[src/design/dhtd_pkg.sv]
// Package with the shared types and constants of the edge time decoder.
`timescale 1ns / 1ps

package dhtd_pkg;

  localparam int unsigned FRAME_BITS_DEF = 40;
  localparam int unsigned TIME_W = 16;
  localparam int unsigned PERIOD_W = 17;

  localparam logic [15:0] THRESHOLD_RST = 16'h000A;
  localparam logic [16:0] PERIOD_RST = 17'd50000;
  localparam logic [16:0] PERIOD_FULL = 17'h10000;

  localparam logic REG_THRESHOLD = 1'b0;
  localparam logic REG_PERIOD = 1'b1;

  typedef enum logic [1:0] {
    OP_START,
    OP_EDGE,
    OP_REBASE
  } mod_op_e;

  typedef struct packed {
    logic        kind;
    logic [15:0] edge_time;
  } in_word_t;

  typedef struct packed {
    logic [15:0] humidity;
    logic [15:0] temperature;
    logic        checksum_ok;
  } out_word_t;

  typedef struct packed {
    logic [15:0] threshold;
    logic [16:0] period_eff;
  } cfg_t;

  typedef struct packed {
    mod_op_e     op;
    logic [15:0] raw;
    logic [15:0] red;
  } mod_item_t;

endpackage

[src/design/dhtd_cfg_regs.sv]
// Register file behind the APB-style configuration port.
`timescale 1ns / 1ps

module dhtd_cfg_regs (
  input  logic               clk_i,
  input  logic               rst_ni,
  input  logic               psel,
  input  logic               penable,
  input  logic               pwrite,
  input  logic [2:0]         paddr,
  input  logic [31:0]        pwdata,
  output logic [31:0]        prdata,
  output logic               pready,
  output dhtd_pkg::cfg_t     cfg_o,
  output logic               period_wr_o
);

  logic [15:0] threshold_q;
  logic [16:0] period_q;
  logic        wr_en;

  assign pready = 1'b1;
  assign wr_en = psel && penable && pwrite;
  assign period_wr_o = wr_en && (paddr[2] == dhtd_pkg::REG_PERIOD);

  always_ff @(posedge clk_i or negedge rst_ni) begin
    if (!rst_ni) begin
      threshold_q <= dhtd_pkg::THRESHOLD_RST;
      period_q    <= dhtd_pkg::PERIOD_RST;
    end else if (wr_en) begin
      unique case (paddr[2])
        dhtd_pkg::REG_THRESHOLD: threshold_q <= pwdata[15:0];
        dhtd_pkg::REG_PERIOD:    period_q    <= pwdata[16:0];
        default: ;
      endcase
    end
  end

  always_comb begin
    unique case (paddr[2])
      dhtd_pkg::REG_THRESHOLD: prdata = {16'h0000, threshold_q};
      dhtd_pkg::REG_PERIOD:    prdata = {15'h0000, period_q};
      default:                 prdata = 32'h0000_0000;
    endcase
  end

  // A period of zero stands for the full 16-bit counter range.
  assign cfg_o.threshold  = threshold_q;
  assign cfg_o.period_eff = (period_q == '0) ? dhtd_pkg::PERIOD_FULL : period_q;

endmodule

[src/design/dhtd_mod_pipe.sv]
// Pipelined restoring remainder unit that reduces timestamps modulo the period.
`timescale 1ns / 1ps

module dhtd_mod_pipe (
  input  logic                  clk_i,
  input  logic                  rst_ni,
  input  logic [16:0]           period_i,
  input  logic                  up_valid_i,
  input  dhtd_pkg::mod_item_t   up_item_i,
  output logic                  up_stall_o,
  output logic                  dn_valid_o,
  output dhtd_pkg::mod_item_t   dn_item_o,
  input  logic                  dn_stall_i
);

  localparam int unsigned TW = dhtd_pkg::TIME_W;
  localparam int unsigned STEPS = 4;
  localparam int unsigned NSTG = TW / STEPS;

  // Four trial subtractions of the shifted period, highest shift first.
  function automatic logic [15:0] reduce_steps(logic [15:0] r, logic [16:0] p,
                                               int unsigned top_k);
    logic [31:0] sh;
    logic [15:0] v;
    v = r;
    for (int unsigned j = 0; j < STEPS; j++) begin
      sh = {15'h0000, p} << (top_k - j);
      if ({16'h0000, v} >= sh) begin
        v = v - sh[15:0];
      end
    end
    return v;
  endfunction

  logic                v_q    [NSTG];
  dhtd_pkg::mod_item_t item_q [NSTG];
  logic                take   [NSTG];
  logic                src_v  [NSTG];
  dhtd_pkg::mod_item_t src    [NSTG];
  dhtd_pkg::mod_item_t nxt    [NSTG];

  always_comb begin
    take[NSTG-1] = !v_q[NSTG-1] || !dn_stall_i;
    for (int s = NSTG - 2; s >= 0; s--) begin
      take[s] = !v_q[s] || take[s+1];
    end
  end

  always_comb begin
    src_v[0] = up_valid_i;
    src[0]   = up_item_i;
    for (int unsigned s = 1; s < NSTG; s++) begin
      src_v[s] = v_q[s-1];
      src[s]   = item_q[s-1];
    end
    for (int unsigned s = 0; s < NSTG; s++) begin
      nxt[s].op  = src[s].op;
      nxt[s].raw = src[s].raw;
      nxt[s].red = reduce_steps(src[s].red, period_i, TW - 1 - STEPS * s);
    end
  end

  always_ff @(posedge clk_i or negedge rst_ni) begin
    if (!rst_ni) begin
      for (int unsigned s = 0; s < NSTG; s++) begin
        v_q[s] <= 1'b0;
      end
    end else begin
      for (int unsigned s = 0; s < NSTG; s++) begin
        if (take[s]) begin
          v_q[s] <= src_v[s];
        end
      end
    end
  end

  always_ff @(posedge clk_i) begin
    for (int unsigned s = 0; s < NSTG; s++) begin
      if (take[s]) begin
        item_q[s] <= nxt[s];
      end
    end
  end

  assign up_stall_o = !take[0];
  assign dn_valid_o = v_q[NSTG-1];
  assign dn_item_o  = item_q[NSTG-1];

endmodule

[src/design/dhtd_frame.sv]
// Frame state: bit slicing, checksum test, held words and the result register.
`timescale 1ns / 1ps

module dhtd_frame #(
  parameter int unsigned FRAME_BITS = dhtd_pkg::FRAME_BITS_DEF
) (
  input  logic                  clk_i,
  input  logic                  rst_ni,
  input  dhtd_pkg::cfg_t        cfg_i,
  input  logic                  item_valid_i,
  input  dhtd_pkg::mod_item_t   item_i,
  output logic                  item_stall_o,
  output logic [15:0]           last_raw_o,
  output logic                  out_valid_o,
  output dhtd_pkg::out_word_t   out_word_o,
  input  logic                  out_stall_i
);

  localparam int unsigned CW = $clog2(FRAME_BITS + 2);
  localparam logic [CW-1:0] LAST_CNT = CW'(FRAME_BITS + 1);

  logic                  idle_q;
  logic [CW-1:0]         cnt_q;
  logic [15:0]           last_raw_q;
  logic [15:0]           last_red_q;
  logic [FRAME_BITS-1:0] frame_q;
  logic [15:0]           held_hum_q;
  logic [15:0]           held_temp_q;
  logic                  out_v_q;
  dhtd_pkg::out_word_t   out_q;

  logic                  is_edge;
  logic                  will_result;
  logic                  out_ready;
  logic                  fire;
  logic [16:0]           interval;
  logic                  new_bit;
  logic [FRAME_BITS-1:0] frame_nx;
  logic [63:0]           word;
  logic [9:0]            sum;
  logic                  ok;

  assign is_edge     = (item_i.op == dhtd_pkg::OP_EDGE);
  assign will_result = is_edge && !idle_q && (cnt_q == LAST_CNT);
  assign out_ready   = !out_v_q || !out_stall_i;
  assign fire        = item_valid_i && (!will_result || out_ready);
  assign item_stall_o = will_result && !out_ready;

  // Both times are already reduced below the period, so one wrap suffices.
  always_comb begin
    if (item_i.red >= last_red_q) begin
      interval = {1'b0, item_i.red} - {1'b0, last_red_q};
    end else begin
      interval = {1'b0, item_i.red} + cfg_i.period_eff - {1'b0, last_red_q};
    end
  end

  assign new_bit  = interval > {1'b0, cfg_i.threshold};
  assign frame_nx = {frame_q[FRAME_BITS-2:0], new_bit};
  assign word     = 64'(frame_nx);
  assign sum      = 10'(word[15:8]) + 10'(word[23:16]) + 10'(word[31:24])
                  + 10'(word[39:32]);
  assign ok       = (sum[7:0] == word[7:0]);

  always_ff @(posedge clk_i or negedge rst_ni) begin
    if (!rst_ni) begin
      idle_q      <= 1'b1;
      cnt_q       <= '0;
      last_raw_q  <= '0;
      last_red_q  <= '0;
      frame_q     <= '0;
      held_hum_q  <= '0;
      held_temp_q <= '0;
      out_v_q     <= 1'b0;
    end else begin
      if (out_v_q && !out_stall_i && !(fire && will_result)) begin
        out_v_q <= 1'b0;
      end
      if (fire) begin
        unique case (item_i.op)
          dhtd_pkg::OP_START: begin
            idle_q  <= 1'b0;
            cnt_q   <= '0;
            frame_q <= '0;
          end
          dhtd_pkg::OP_EDGE: begin
            if (!idle_q) begin
              priority if (cnt_q == '0) begin
                cnt_q <= CW'(1);
              end else if (cnt_q == CW'(1)) begin
                last_raw_q <= item_i.raw;
                last_red_q <= item_i.red;
                cnt_q      <= CW'(2);
              end else begin
                frame_q    <= frame_nx;
                last_raw_q <= item_i.raw;
                last_red_q <= item_i.red;
                if (cnt_q == LAST_CNT) begin
                  idle_q  <= 1'b1;
                  cnt_q   <= '0;
                  out_v_q <= 1'b1;
                  if (ok) begin
                    held_hum_q  <= word[39:24];
                    held_temp_q <= word[23:8];
                  end
                end else begin
                  cnt_q <= cnt_q + CW'(1);
                end
              end
            end
          end
          dhtd_pkg::OP_REBASE: begin
            last_red_q <= item_i.red;
          end
          default: ;
        endcase
      end
    end
  end

  always_ff @(posedge clk_i) begin
    if (fire && will_result) begin
      out_q.humidity    <= ok ? word[39:24] : held_hum_q;
      out_q.temperature <= ok ? word[23:8] : held_temp_q;
      out_q.checksum_ok <= ok;
    end
  end

  assign last_raw_o  = last_raw_q;
  assign out_valid_o = out_v_q;
  assign out_word_o  = out_q;

`ifndef ASSERT_OFF
  a_result_closes_frame: assert property (@(posedge clk_i) disable iff (!rst_ni)
    (fire && will_result) |=> (out_v_q && idle_q))
    else $error("frame end did not give a result and return to idle");

  a_idle_count_clear: assert property (@(posedge clk_i) disable iff (!rst_ni)
    idle_q |-> (cnt_q == '0))
    else $error("edge count not clear while idle");

  a_count_bound: assert property (@(posedge clk_i) disable iff (!rst_ni)
    cnt_q <= LAST_CNT)
    else $error("edge count beyond frame length");

  a_held_only_at_end: assert property (@(posedge clk_i) disable iff (!rst_ni)
    !(fire && will_result) |=> ($stable(held_hum_q) && $stable(held_temp_q)))
    else $error("held words changed outside a frame end");
`endif

endmodule

[src/design/dht22_edge_time_decoder.sv]
// Top level of the DHT22 edge time decoder.
//
//   channel   direction  handshake               payload
//   in        input      in_valid_i / in_stall_o   in_word_i (kind, edge_time)
//   out       output     out_valid_o / out_stall_i out_word_o (humidity, temperature,
//                                                  checksum_ok)
//   config    input      psel, penable, pwrite     paddr, pwdata, prdata, pready
//
// One word is accepted per cycle while in_stall_o is low; the result for the edge that ends
// the frame is registered through the four-stage remainder pipeline and the frame register.
// Reset clears the frame state, the held words and the registers to their defaults.
// A stalled result holds a frame-ending edge at the pipeline exit; three more words fit
// behind it before the input stalls.
// A period write queues one rebase word that holds off input until the pipeline takes it.
`timescale 1ns / 1ps

module dht22_edge_time_decoder #(
  parameter int unsigned FRAME_BITS = dhtd_pkg::FRAME_BITS_DEF
) (
  input  logic                 clk_i,
  input  logic                 rst_ni,
  input  logic                 in_valid_i,
  output logic                 in_stall_o,
  input  dhtd_pkg::in_word_t   in_word_i,
  output logic                 out_valid_o,
  input  logic                 out_stall_i,
  output dhtd_pkg::out_word_t  out_word_o,
  input  logic                 psel,
  input  logic                 penable,
  input  logic                 pwrite,
  input  logic [2:0]           paddr,
  input  logic [31:0]          pwdata,
  output logic [31:0]          prdata,
  output logic                 pready
);

  dhtd_pkg::cfg_t      cfg;
  logic                period_wr;
  logic                rebase_pend_q;
  logic                pipe_up_stall;
  logic                entry_valid;
  dhtd_pkg::mod_item_t entry;
  logic                pipe_valid;
  dhtd_pkg::mod_item_t pipe_item;
  logic                pipe_stall;
  logic [15:0]         last_raw;

  dhtd_cfg_regs u_cfg (
    .clk_i       (clk_i),
    .rst_ni      (rst_ni),
    .psel        (psel),
    .penable     (penable),
    .pwrite      (pwrite),
    .paddr       (paddr),
    .pwdata      (pwdata),
    .prdata      (prdata),
    .pready      (pready),
    .cfg_o       (cfg),
    .period_wr_o (period_wr)
  );

  // After a period change the stored reference time is reduced again.
  always_ff @(posedge clk_i or negedge rst_ni) begin
    if (!rst_ni) begin
      rebase_pend_q <= 1'b0;
    end else if (period_wr) begin
      rebase_pend_q <= 1'b1;
    end else if (rebase_pend_q && !pipe_up_stall) begin
      rebase_pend_q <= 1'b0;
    end
  end

  always_comb begin
    if (rebase_pend_q) begin
      entry.op  = dhtd_pkg::OP_REBASE;
      entry.raw = last_raw;
      entry.red = last_raw;
    end else begin
      entry.op  = in_word_i.kind ? dhtd_pkg::OP_EDGE : dhtd_pkg::OP_START;
      entry.raw = in_word_i.edge_time;
      entry.red = in_word_i.edge_time;
    end
  end

  assign entry_valid = rebase_pend_q || in_valid_i;
  assign in_stall_o  = rebase_pend_q || pipe_up_stall;

  dhtd_mod_pipe u_mod (
    .clk_i      (clk_i),
    .rst_ni     (rst_ni),
    .period_i   (cfg.period_eff),
    .up_valid_i (entry_valid),
    .up_item_i  (entry),
    .up_stall_o (pipe_up_stall),
    .dn_valid_o (pipe_valid),
    .dn_item_o  (pipe_item),
    .dn_stall_i (pipe_stall)
  );

  dhtd_frame #(
    .FRAME_BITS (FRAME_BITS)
  ) u_frame (
    .clk_i        (clk_i),
    .rst_ni       (rst_ni),
    .cfg_i        (cfg),
    .item_valid_i (pipe_valid),
    .item_i       (pipe_item),
    .item_stall_o (pipe_stall),
    .last_raw_o   (last_raw),
    .out_valid_o  (out_valid_o),
    .out_word_o   (out_word_o),
    .out_stall_i  (out_stall_i)
  );

endmodule

[config.mk]
export PLATFORM = sky130hd
export DESIGN_NAME = dht22_edge_time_decoder
export DESIGN_NICKNAME = d
export VERILOG_FILES = /design/src/design/dhtd_pkg.sv /design/src/design/dhtd_cfg_regs.sv /design/src/design/dhtd_mod_pipe.sv /design/src/design/dhtd_frame.sv /design/src/design/dht22_edge_time_decoder.sv
export SDC_FILE = /design/constraint.sdc
export NUM_CORES = 1
export LEC_CHECK = 0
export ABC_AREA = 1
export BUFFER_PORTS_ARGS = -buffer_cell sky130_fd_sc_hd__buf_4
export CAP_MARGIN = 40
export CORE_ASPECT_RATIO = 0.5
export CORE_MARGIN = 4
export CORE_UTILIZATION = 50
export CTS_BUF_LIST = sky130_fd_sc_hd__clkbuf_2
export CTS_CLUSTER_SIZE = 28
export DETAILED_ROUTE_END_ITERATION = 8
export GPL_ROUTABILITY_DRIVEN = 0
export GPL_TIMING_DRIVEN = 0
export PLACE_DENSITY = 0.69
export SLEW_MARGIN = 15
export SYNTH_ARGS = -nofsm -noshare
export SYNTH_HDL_FRONTEND = slang
export SYNTH_SLANG_ARGS = --single-unit
[constraint.sdc]
create_clock -name clk_i -period 16.1 [get_ports clk_i]
set_clock_uncertainty 0.05 [all_clocks]
set_input_delay 1.61 -clock clk_i [delete_from_list [all_inputs] [get_ports clk_i]]
set_output_delay 1.61 -clock clk_i [all_outputs]
set_load 0.01 [all_outputs]
==> run metrics, run 1 <==
Die ar. around 0.049 mm2; layout cells sized above 1 0.110; DR iter-0 viols 1581; port bufs 92; post-cts resize count 0; Final Max Slew Viols 0; CTS H-tree depth 3; WS Path Type flip-flop to flip-flop; core box area around 0.045 mm2; I/O Pins 127; EDFF count, synth ~150; Slew HR 0.435; RSZ-0062 raised after global routing no; power per cell area between 200 and 250 mW/mm2; Tmin final slightly below 10 ns; Hold Vio Cnt, Final 0; number of max-cap violations 0; final worst setup slack 6.15 ns; CTS root buffer clkbuf_2; status finished clean; CP max-delay cell dfrtp_1; # fillers approximately 4.2k; P&R area growth vs syn 11.0%; CP startpoint kind flip-flop; Min-Delay Path Class flip-flop to flip-flop; Starting Density 0.506; drt via density 5.32; CP delay by family, top simple AND/OR/NAND/NOR gates; Remaining DRCs 0; post-synth cell types 65; first-pass GRT wire length approximately 100000 um; dpl ws between 6 and 7 ns; Post-synth ARST share 0.507; Mean Syn Cell Area a little under 8 um2; Pre-antenna DRT Iters 5; critical path launch point u_cfg.period_q[2]; Critical Path Sink Type flip-flop; vias around 20k; Critical R2R Launch u_cfg.period_q[2]; Slew @ Worst Pin between 0.8 and 0.9 ns; top_reg_cell synth edfxtp_1; post-synthesis sequential area ratio 0.354; crit-path max FO 10; Routed wire per std cell roughly 16 um; most frequent cells after synthesis 726 x nand2_1, 426 x inv_1, 227 x nand3_1; CP dominant cell by count nand2_1; post-CTS setup buffer count 0; Post-CTS Hold Buffers 0; Tcrit/Tclk final 0.618; final setup TNS 0 ns; Buf/Inv on CP 7; Overall Global Routing Usage 0.246; CP max stage delay between 0.5 and 0.6 ns; vias in the first global route ~19k; top post-synthesis cells by area edfxtp_1 19%, dfrtp_1 15%, nand2_1 12%, ha_1 11%, inv_1 7.0%; most common cell in the netlist nand2_1; Max Freq ~100 MHz; grt total ovfl 0; Final HPWL DP ~48000 um; Warnings, synthesis 0; CTS Sinks just under 300; CTS max path bufs 3; post-synth top area cell edfxtp_1; Post-Synthesis Cell Area between 0.02 and 0.025 mm2; leakage 12.6 nW; CTS tree done; Gate Count Post-Synth roughly 3k; WL final between 60000 and 70000 um; Die Span X about 310 um; register bit total from synthesis 294; CP Data Required Time approximately 17 ns; Final setup viols 0; Clock Latency Late Sink slightly below 1 ns; CTS Buf Count between 70 and 80; VDD IR max about 95 uV; Routed Antenna Nets 0; share of the synthesized area in the top cell type 0.190; DIE HEIGHT between 150 and 200 um; initial antenna violation count 1; Hold Crit Start u_mod.item_q[0][16]; largest net degree at the start of global routing between 90 and 100; worst endpoint data arrival time between 10 and 15 ns; Final Util 0.562; Rows between 50 and 60; Final nets 3413; Worst-path clk slew ~0.11 ns
[kinds of logic after synthesis]
group	after synthesis	synth area share
AO/OA/AOI/OAI	431	0.105
XOR/XNOR	124	0.0474
adder cells (fa/ha/maj)	239	0.145
buffers and inverters	518	0.0904
flip-flops	294	0.354
multiplexers	4	0.00180
other	2	0.000328
AND/OR/NAND/NOR	1310	0.256
[worst paths after layout]
| kind | to | slack [ns] | cells after the start |
|---|---|---|---|
| setup / recovery | u_mod.item_q[3][1] | 6.15 | 61 |
| hold / removal | u_mod.item_q[1][16] | 0.38 | 0 |
| setup reg to reg | u_mod.item_q[3][1] | 6.15 | 61 |
| hold reg to reg | u_mod.item_q[1][16] | 0.38 | 0 |
| max in group asynchronous | u_cfg.period_q[8] | 14.51 | 2 |
| min in group asynchronous | u_frame.held_temp_q[11] | 0.52 | 1 |
[layout make-up]
cell class,instances,area [um2],area share
Tap cell,598,748,0.0295
Clock buffer,105,526,0.0207
Inverter,444,1670,0.0657
Clock inverter,25,206,0.00813
Multi-Input combinational cell,2124,12800,0.503
Timing Repair Buffer,106,966,0.0380
Sequential cell,294,8090,0.319
Buffer,74,400,0.0158
Antenna cell,1,2.50,0.0000985
[state kept, by name (all words and copies together), names as in the netlist, 3 cells and up]
signal and flops:
u_frame.held_hum_q 16, u_frame.frame_q 39, u_mod.src_v 3, u_cfg.period_q 17, u_frame.out_word_o 33, u_frame.cnt_q 6
u_mod.item_q 112, u_frame.last_raw_o 16, u_frame.held_temp_q 16, u_frame.last_red_q 16, u_cfg.threshold_q 16
[placed cells by master, fill, tap and decap left out, types with 45 or more instances in the layout]
cell type	n
nand2_1	726
fa_1	45
ha_1	194
inv_1	423
edfxtp_1	145
a21oi_1	132
xnor2_1	51
buf_4	115
nand3_1	227
nand4_1	58
clkbuf_2	106
nor2_1	105
xor2_1	73
dfrtp_1	140
o21ai_0	170
and2_1	75
[power breakdown]
part / internal, mW / switching [mW]
combinational: 1.40 / 2.23
sequential: 0.981 / 0.0845
clock: 0.239 / 0.331
[metrics by stage]
step / hold slack [ns] / cells / area (um2) / total power [mW]
2_1_floorplan: 0.350 / 2936 / 22900 / 3.80
3_3_place_gp: 0.350 / 3626 / 24400 / 4.56
3_5_place_dp: 0.355 / 3640 / 24700 / 4.65
4_1_cts: 0.365 / 3770 / 25400 / 5.25
5_1_grt: 0.385 / 3771 / 25400 / 5.82
6_report: 0.376 / 3771 / 25400 / 5.26
[per-layer routing]
layer	track usage	vias up	routed length (um)
li1	-	10048	-
met1	0.334	9303	27800
met2	0.407	608	28400
met3	0.0440	94	3970
met4	0.0665	0	1460
met5	0	-	0
No activity file was read; power rests on OpenSTA's default activity.
==> run 2: changes to the inputs <==
Clock period 16.1 ns to 9.45 ns, I/O delays scaled along.
==> run 2 against run 1 <==
  * Combinational power grew 73%
  * Global-route usage is essentially flat
  * Flip-flop and latch count is the same
  * Via count grew 0.98%
  * Routed wire length grew 0.85%
  * Register-to-register slack lost 5.6 ns
  * Critical path type unchanged
==> run metrics, run 2 (synthesized netlist as in run 1, its figures left out) <==
Slew @ Worst Pin 0.868 ns (+0.0229 ns); CTS Buf Count 71 (unchanged); CP Data Required Time 10.13 ns (-6.61 ns); Final Util 0.568 (+0.00667); status finished clean; Critical Path Sink Type flip-flop; CP dominant cell by count nand2_1; Min-Delay Path Class primary input to flip-flop; port bufs 92 (unchanged); VDD IR max 161 uV (+70%); Final setup viols 0 (unchanged); Slew HR 0.419 (-0.0154); initial antenna violation count 1 (unchanged); power per cell area 352 mW/mm2 (+70%); Reg2Reg Setup Slack 0.58 ns (-5.57 ns); layout cells sized above 1 0.125 (+0.0150); met1 Track Usage GR 0.334 (about the same); CP max stage delay 0.43 ns (-0.08 ns); CTS tree done; CP delay by family, top simple AND/OR/NAND/NOR gates; Biggest register u_mod.item_q; Final Max Slew Viols 0 (unchanged); grt total ovfl 0 (unchanged); met2 Use GR 0.407 (about the same); CTS H-tree depth 3 (unchanged); CTS root buffer clkbuf_2; # fillers 4215 (-0.64%); vias in the first global route 19.1k (+0.13%); WS Path Type flip-flop to flip-flop; CP max-delay cell dfrtp_2; number of max-cap violations 0 (unchanged); P&R area growth vs syn 12.3%; I/O Pins 127 (unchanged); Clock Latency Late Sink 0.98 ns (about the same); first-pass GRT wire length 98700 um (about the same); Tcrit/Tclk final 0.939 (+0.321); Max Freq 113 MHz (+12%); worst endpoint data arrival time 9.55 ns (-1.04 ns); core box area 0.0452 mm2 (unchanged); Buf/Inv on CP 6 (-1); Largest register FFs 112 (unchanged); met3 usage 0.0440 (unchanged); CP startpoint kind flip-flop; most common cell after layout, fill and taps aside nand2_1; Starting Density 0.506 (unchanged); Die Span X 311 um (unchanged); FF/Latch Area 0.00810 mm2 (about the same); Pre-antenna DRT Iters 6 (+1); busiest grt layer met2; crit-path max FO 10 (unchanged); Routed wire per std cell 16.4 um (+0.32%); Tmin final 8.87 ns (-1.08 ns); most frequent cells in the layout 725 x nand2_1, 417 x inv_1, 227 x nand3_1; CTS max path bufs 3 (unchanged); total power 9.05 mW (+72%); Hold Vio Cnt, Final 0 (unchanged); Final HPWL DP 48100 um (unchanged); CTS Sinks 294 (unchanged); vias 20.2k (+0.98%); largest net degree at the start of global routing 91 (unchanged); leakage 12.8 nW (+0.87%); Rows 55 (unchanged); DR iter-0 viols 1567 (-0.89%); DIE HEIGHT 159 um (unchanged); Final nets 3433 (+0.59%); WL final 62200 um (+0.85%); Overall Global Routing Usage 0.246 (about the same); Worst-path clk slew 0.13 ns (+0.02 ns); Routed Antenna Nets 0 (unchanged); drt via density 5.34 (+0.44%); multi-input logic area 0.0129 mm2 (+0.59%); Remaining DRCs 0 (unchanged); Die ar. 0.0495 mm2 (unchanged)
## run 2: metal layers
layer,part of all wire,vias up
met5,0,-
met4,0.024,0
met3,0.067,100
met2,0.46,616
met1,0.45,9442
li1,-,10091
## run 2: per-stage QoR
stage / std cells / setup slack, ns / hold WS, ns / instance area, um2 / setup TNS [ns]
2_1_floorplan: 2936 / 1.29 / 0.350 / 22900 / 0
3_3_place_gp: 3626 / -0.709 / 0.350 / 24400 / -16.80
3_5_place_dp: 3640 / -0.304 / 0.355 / 24700 / -5.67
4_1_cts: 3772 / -0.0285 / 0.0906 / 25400 / -0.0285
5_1_grt: 3791 / -0.0150 / 0.124 / 25700 / -0.0150
6_report: 3791 / 0.578 / 0.170 / 25700 / 0
## run 2: worst paths after layout
path,from,cells past startpoint,end
worst max-delay path,u_cfg.period_q[2],60,u_mod.item_q[3][13]
worst min-delay path,in_valid_i,2,u_mod.src_v[2]
worst max register to register,u_cfg.period_q[2],60,u_mod.item_q[3][13]
worst min register to register,u_mod.item_q[2][29],0,u_mod.item_q[3][29]
max in group asynchronous,rst_ni,3,u_cfg.period_q[8]
min in group asynchronous,rst_ni,2,u_frame.held_temp_q[11]
## run 2: worst reg2reg max path, delay by kind of cell (launching register included)
family                   cells  cell delay (ns)
AO/OA/AOI/OAI                8             1.22
adder cells (fa/ha/maj)      4             1.49
buffers and inverters        6             1.11
flip-flops                   1             0.43
AND/OR/NAND/NOR             42             4.34
## run 2: cell type report
class	instances	share of cell area
inverter	444	0.0666
tap	598	0.0291
buffer	74	0.0163
timing repair inverter	1	0.000195
multi-input combinational	2124	0.500
clock buffer	105	0.0204
sequential	294	0.315
clock inverter	25	0.00803
antenna	1	0.0000974
timing repair buffer	125	0.0437
## run 2: what timing repair did
item,in CTS,in global routing
endpoints found under the setup margin,28,28
setup buffers,1,17
pin swaps,0,3
endpoints found under the hold margin,59,0
hold buffers,1,0
gates resized for setup,3,50
gates cloned,0,1
## run 2: power breakdown
part | leakage (nW) | internal, mW | switching (mW)
logic | 8.78 | 2.43 | 3.83
clock network | 0.537 | 0.407 | 0.566
registers | 3.45 | 1.67 | 0.144
total | 12.8 | 4.51 | 4.54
